===== config.mk =====
export PLATFORM = sky130hd
export DESIGN_NAME = zbase32_decoder_core
export DESIGN_NICKNAME = d
export VERILOG_FILES = /design/src/hw/rtl/zb32_pkg.sv /design/src/hw/rtl/zb32_symbol_map.sv /design/src/hw/rtl/zbase32_decoder_core.sv
export SDC_FILE = /design/constraint.sdc
export NUM_CORES = 1
export LEC_CHECK = 0
export BUFFER_PORTS_ARGS = -buffer_cell sky130_fd_sc_hd__buf_2
export CAP_MARGIN = 25
export CELL_PAD_IN_SITES_DETAIL_PLACEMENT = 1
export CELL_PAD_IN_SITES_GLOBAL_PLACEMENT = 2
export CORE_MARGIN = 3
export CORE_UTILIZATION = 40
export CTS_CLUSTER_SIZE = 30
export DETAILED_ROUTE_END_ITERATION = 6
export GPL_ROUTABILITY_DRIVEN = 1
export PLACE_DENSITY_LB_ADDON = 0.1
export SKIP_CTS_REPAIR_TIMING = 1
export SLEW_MARGIN = 20
export SYNTH_ARGS = -nofsm -noshare
export SYNTH_HDL_FRONTEND = slang
export SYNTH_SLANG_ARGS = --single-unit
export TNS_END_PERCENT = 30

===== constraint.sdc =====
create_clock -name clock -period 6.55 [get_ports clock]
set_clock_uncertainty 0.15 [all_clocks]
set_input_delay 0.9825 -clock clock [delete_from_list [all_inputs] [get_ports clock]]
set_output_delay 0.9825 -clock clock [all_outputs]
set_load 0.005 [all_outputs]

===== src/hw/rtl/zb32_pkg.sv =====
// Shared types and the z-base-32 alphabet tables for the z-base-32 decoder.
package zb32_pkg;

   localparam int unsigned SymbolWidth = 8;
   localparam int unsigned CodeWidth   = 5;
   localparam int unsigned ByteWidth   = 8;
   localparam int unsigned AlphaSize   = 1 << CodeWidth;
   localparam int unsigned PendWidth   = ByteWidth - 1;
   localparam int unsigned CountWidth  = 3;

   // Alphabet in code order, lower case and upper case spellings.
   localparam logic [SymbolWidth-1:0] ZB_LOWER [AlphaSize] = '{
      8'h79, 8'h62, 8'h6E, 8'h64, 8'h72, 8'h66, 8'h67, 8'h38,
      8'h65, 8'h6A, 8'h6B, 8'h6D, 8'h63, 8'h70, 8'h71, 8'h78,
      8'h6F, 8'h74, 8'h31, 8'h75, 8'h77, 8'h69, 8'h73, 8'h7A,
      8'h61, 8'h33, 8'h34, 8'h35, 8'h68, 8'h37, 8'h36, 8'h39
   };
   localparam logic [SymbolWidth-1:0] ZB_UPPER [AlphaSize] = '{
      8'h59, 8'h42, 8'h4E, 8'h44, 8'h52, 8'h46, 8'h47, 8'h38,
      8'h45, 8'h4A, 8'h4B, 8'h4D, 8'h43, 8'h50, 8'h51, 8'h58,
      8'h4F, 8'h54, 8'h31, 8'h55, 8'h57, 8'h49, 8'h53, 8'h5A,
      8'h41, 8'h33, 8'h34, 8'h35, 8'h48, 8'h37, 8'h36, 8'h39
   };

   // Result of mapping one character.
   typedef struct packed {
      logic                 hit;
      logic [CodeWidth-1:0] code;
   } symbol_map_type;

endpackage


===== src/hw/rtl/zb32_symbol_map.sv =====
// Maps one character to its 5-bit z-base-32 code, flagging non-alphabet characters.
module zb32_symbol_map (
   input  logic [zb32_pkg::SymbolWidth-1:0] symbol,
   output zb32_pkg::symbol_map_type         map
);
   import zb32_pkg::*;

   // Each table entry is compared on its own; at most one entry matches.
   always_comb begin
      map = '0;
      for (int k = 0; k < AlphaSize; k++) begin
         if (symbol == ZB_LOWER[k] || symbol == ZB_UPPER[k]) begin
            map.hit  = 1'b1;
            map.code = CodeWidth'(k);
         end
      end
   end

endmodule


===== src/hw/rtl/zbase32_decoder_core.sv =====
// Top level of the z-base-32 stream decoder: input register, bit accumulator, result register.
// A character accepted into the input register is decoded there; any result word it yields
// is registered in the result register once that register is free, and is then offered on
// the result channel.
// Throughput: one input word per cycle, limited only by the result side taking its words.
// Reset (synchronous, active high) empties both registers and clears the pending bits.
module zbase32_decoder_core (
   input  logic                             clock,
   input  logic                             reset,
   // Input channel.
   input  logic                             req_tvalid,
   output logic                             req_tready,
   input  logic [zb32_pkg::SymbolWidth-1:0] req_tdata,   // [7:0] symbol
   // Result channel.
   output logic                             rsp_tvalid,
   input  logic                             rsp_tready,
   output logic [zb32_pkg::ByteWidth-1:0]   rsp_tdata,   // [7:0] data_byte
   output logic                             rsp_tuser,   // [0] byte_valid
   output logic                             rsp_tlast    // stream_end
);
   import zb32_pkg::*;

   localparam int unsigned AccWidth   = PendWidth + CodeWidth;
   localparam int unsigned TotalWidth = CountWidth + 1;

   // Input register.
   logic                   in_valid_ff, in_valid_in;
   logic [SymbolWidth-1:0] in_symbol_ff, in_symbol_in;

   // Bit accumulator: pending bits right aligned, and how many there are.
   logic [PendWidth-1:0]  bit_buffer_ff, bit_buffer_in;
   logic [CountWidth-1:0] bit_count_ff, bit_count_in;

   // Result register.
   logic                 out_valid_ff, out_valid_in;
   logic [ByteWidth-1:0] out_byte_ff, out_byte_in;
   logic                 out_flag_ff, out_flag_in;
   logic                 out_end_ff, out_end_in;

   symbol_map_type       map;
   logic [AccWidth-1:0]  acc;
   logic [TotalWidth-1:0] total;
   logic [TotalWidth-1:0] rem;
   logic                 byte_done;
   logic                 makes_word;
   logic                 out_free;
   logic                 advance;

   zb32_symbol_map u_map (
      .symbol (in_symbol_ff),
      .map    (map)
   );

   // A registered character yields a result word when it ends the stream or completes a byte.
   // It leaves the input register when it yields nothing, or when the result register is free.
   // Non-alphabet characters also clear the pending bits, starting a fresh stream.
   assign acc        = {bit_buffer_ff, map.code};
   assign total      = TotalWidth'(bit_count_ff) + TotalWidth'(CodeWidth);
   assign byte_done  = total >= TotalWidth'(ByteWidth);
   assign rem        = total - TotalWidth'(ByteWidth);
   assign makes_word = !map.hit || byte_done;
   assign out_free   = !out_valid_ff || rsp_tready;
   assign advance    = in_valid_ff && (!makes_word || out_free);

   assign req_tready = !in_valid_ff || advance;

   always_comb begin
      in_valid_in  = in_valid_ff;
      in_symbol_in = in_symbol_ff;
      if (req_tready) begin
         in_valid_in  = req_tvalid;
         in_symbol_in = req_tdata;
      end
   end

   always_comb begin
      bit_buffer_in = bit_buffer_ff;
      bit_count_in  = bit_count_ff;
      out_valid_in  = out_valid_ff && !rsp_tready;
      out_byte_in   = out_byte_ff;
      out_flag_in   = out_flag_ff;
      out_end_in    = out_end_ff;
      if (advance) begin
         if (!map.hit) begin
            // End of stream: drop the pending bits and report the end marker.
            bit_buffer_in = '0;
            bit_count_in  = '0;
            out_valid_in  = 1'b1;
            out_byte_in   = '0;
            out_flag_in   = 1'b0;
            out_end_in    = 1'b1;
         end else if (byte_done) begin
            // Top eight of the gathered bits form the byte; the rest stay pending.
            out_byte_in   = ByteWidth'(acc >> rem);
            out_valid_in  = 1'b1;
            out_flag_in   = 1'b1;
            out_end_in    = 1'b0;
            bit_buffer_in = PendWidth'(acc & ((AccWidth'(1) << rem) - AccWidth'(1)));
            bit_count_in  = CountWidth'(rem);
         end else begin
            bit_buffer_in = PendWidth'(acc);
            bit_count_in  = CountWidth'(total);
         end
      end
   end

   always_ff @(posedge clock) begin
      if (reset) begin
         in_valid_ff   <= 1'b0;
         out_valid_ff  <= 1'b0;
         bit_buffer_ff <= '0;
         bit_count_ff  <= '0;
      end else begin
         in_valid_ff   <= in_valid_in;
         out_valid_ff  <= out_valid_in;
         bit_buffer_ff <= bit_buffer_in;
         bit_count_ff  <= bit_count_in;
      end
   end

   always_ff @(posedge clock) begin
      in_symbol_ff <= in_symbol_in;
      out_byte_ff  <= out_byte_in;
      out_flag_ff  <= out_flag_in;
      out_end_ff   <= out_end_in;
   end

   assign rsp_tvalid = out_valid_ff;
   assign rsp_tdata  = out_byte_ff;
   assign rsp_tuser  = out_flag_ff;
   assign rsp_tlast  = out_end_ff;

endmodule


==> results.yml <==
run_status:
  status: "completed"
setup_path:
  critical_path.endpoint_type: "primary output"
  regToRegSetupSlack_ps: 2970
  critical_path_required_ps: 5420
  crit_start: "in_symbol_ff[0]"
  critPathKind: "flop to primary output"
  worstPathArrival_ps: 3160
  startpoint_type: "flop"
  r2r-start: "in_symbol_ff[3]"
  reg2reg_depth: 7
  path_max_fanout: 22
cts:
  clk-insertion-delay-late_ps: 290
  cts.sinks: 30
  cts.clk_slew.worst_paths_ps: 70
  cts_tree: "yes"
  cts_buffer_depth: 2
  cts_buffers: 5
  root_buffer: "clkbuf_8"
  htreeDepth: 2
floorplan:
  die_y_um: 84.98
  boundaryPins: 24
  fp.dieW_um: 84.98
  placementRows: 28
  dieArea_um2: 7221
  floorplan.initialDensity: 0.4165
  core_um2: 5991
timing:
  tightestPinTransition_ps: 960.6
  worst_slack_ps: 2253
  hold_viol_final: 0
  setup_tns_ps: 0
  finalMaxSlewViolations: 0
  finalCritPeriodShare: 0.6560
  period_needed_ps: 4297
  max_freq_ghz: 0.2327
  grt_setup_unrepaired: "false"
  relSlewSlack: 0.3583
  final-setup-viol-count: 0
route:
  wirelength_um: 6544
  dr.pass1.iters: 4
  vias: 2160
  antenna_left: 0
  drc: 0
  wire_per_inst_um: 17.64
  drt_iter0_markers: 260
  viasPerCell: 5.822
place:
  hpwl_um: 4786
  dp_slack_ps: 2572
  gp_congestion: 0.7858
  dpl-instance-area_um2: 2576
  numPortBuffers: 23
logic_synthesis:
  ys.flop_type: "edfxtp_1"
  synth.avg_cell_area_um2: 8.723
  yosys_warnings: 0
  synth_cells: 286
  synth-seq-area-share: 0.3129
  async_reset_ff_frac: 0
  synth_fp_nets: 305
  synth_common_cells: "31 x nor2_1, 26 x nand2_1, 20 x a21oi_1"
  yosysTopAreaCell: "edfxtp_1"
  syn_area_um2: 2495
  synthDistinctLibCells: 75
  synth_top_cell_area_share: 0.2166
  synth_top_cells_by_area: "edfxtp_1 22%, dfxtp_1 9.6%, nor2_1 4.7%"
  yosysMostFrequentCell: "nor2_1"
  yosys_register_bits: 30
  synth_edf_count: 18
cells_and_area:
  nets: 314
  multi_input_area_um2: 1538
  fill_cells: 718
  syn2layout_area_growth_pct: 6.871
  diodes: 0
  final_area_um2: 2666
  drive_above_1_share: 0.1757
  register_area_um2: 780.7
job:
  drv_cap: 0
hold_path:
  holdPathStages: 1
  worstHoldPathType: "flop to flop"
  worstHoldStart: "bit_buffer_ff[2]"
power_and_ir_drop:
  p_per_area_nw_per_um2: 172.1
  irDropWorstVdd_mv: 0.1050
  p_clk_frac: 0.342
  comb_power_share: 0.174
  p_int_mw: 0.3258
  p_seq_frac: 0.484
  p_leak_nw: 1.017
  p_sw_mw: 0.1332
  p_sw_frac: 0.2901
grt:
  grt_overflow: 0
  grt_usage: 0.1924
  antenna_found_initial: 0
  grt_pass1_vias: 2154
  grt_pass1_wl_um: 11230
  grt_max_degree: 32
==> through the flow <==
stage	utilization	hold slack, ps	instances	total power [mW]
CTS	0.4451	347.9	371	0.4657
detailed placement	0.4300	334.7	363	0.3059
floorplan	-	309.6	286	0.2869
global placement	0.4300	329.2	363	0.3047
global route	0.4451	381.7	371	0.4856
finish	0.4451	348.2	371	0.4590
==> logic make-up (layout without fill, tap and decap cells) <==
group | Yosys count | count (layout) | share of synthesized area
AO/OA/AOI/OAI | 86 | 86 | 0.2668
flip-flops | 30 | 30 | 0.3129
multiplexers | 11 | 11 | 0.04564
buffers and inverters | 33 | 43 | 0.07071
AND/OR/NAND/NOR | 114 | 114 | 0.2513
XOR/XNOR | 5 | 5 | 0.01756
adder cells (fa/ha/maj) | 7 | 7 | 0.03510
==> worst max-delay path, stage by stage, from the launching register on <==
cell and delay (ps):
edfxtp_1 680, nor4b_1 660, nand3_1 210, nand2_1 120, nor3_1 50, and4_1 290, o21ai_0 390, or2_2 310
buf_2 150
==> state kept, by name, summed over array words and instances, names as in the netlist <==
signal         cells
rsp_tdata          8
bit_buffer_ff      7
in_symbol_ff       8
bit_count_ff       3
rsp_tvalid         1
rsp_tuser          1
in_valid_ff        1
rsp_tlast          1
==> final timing paths <==
check	to
max	req_tready
min	bit_buffer_ff[2]
max reg2reg	rsp_tdata[1]
min reg2reg	bit_buffer_ff[2]
==> area by class of cell <==
cell class | instances | area share
Clock buffer | 8 | 0.03379
Inverter | 11 | 0.01549
Multi-Input combinational cell | 223 | 0.5767
Sequential cell | 30 | 0.2928
Tap cell | 75 | 0.03519
Timing Repair Buffer | 24 | 0.04599
==> power groups by stage <==
stage          Sequential (mW)  Clock [mW]  Combinational (mW)
6_report                 0.222       0.157              0.0798
4_1_cts                  0.222       0.164              0.0801
3_5_place_dp             0.226           0              0.0799
5_1_grt                  0.224       0.173              0.0884
2_1_floorplan            0.217           0              0.0703
3_3_place_gp             0.226           0              0.0789
==> layer usage <==
metal  track usage  part of all wire  routed length (um)
met5             0                 0                   0
met4       0.05468             0.012                  79
met3       0.03495             0.042                 272
met2        0.2747              0.44                2871
met1        0.2936              0.51                3321
==> cells in the final DEF (no fill, tap or decap), types with 2 or more instances in the layout <==
| master | Yosys | final |
|---|---|---|
| a211oi_1 | 3 | 3 |
| dfxtp_1 | 12 | 12 |
| clkbuf_8 | 0 | 6 |
| a21o_1 | 3 | 3 |
| a31oi_1 | 2 | 2 |
| mux2_2 | 3 | 3 |
| o32ai_1 | 2 | 2 |
| nand2b_1 | 6 | 6 |
| mux2i_1 | 8 | 8 |
| nor4_1 | 3 | 3 |
| nor3b_1 | 2 | 2 |
| clkbuf_1 | 7 | 2 |
| and4bb_2 | 2 | 2 |
| nor3_1 | 6 | 6 |
| o21ai_0 | 12 | 12 |
| a211o_1 | 2 | 2 |
| nor4b_1 | 2 | 2 |
| or4_1 | 2 | 2 |
| nor2b_1 | 8 | 8 |
| edfxtp_1 | 18 | 18 |
| nand3_1 | 5 | 5 |
| buf_2 | 5 | 23 |
| nand2_1 | 26 | 26 |
| xnor2_1 | 2 | 2 |
| o211ai_1 | 6 | 6 |
| inv_1 | 10 | 10 |
| or3_1 | 4 | 4 |
| a21boi_0 | 2 | 2 |
| xor2_1 | 3 | 3 |
| nor2_1 | 31 | 31 |
| o31ai_1 | 3 | 3 |
| o22ai_1 | 3 | 3 |
| ha_1 | 7 | 7 |
| a21oi_1 | 20 | 20 |
| a32o_1 | 7 | 7 |
| a221oi_1 | 2 | 2 |
| a22o_1 | 2 | 2 |
No activity file was read; power rests on OpenSTA's default activity.
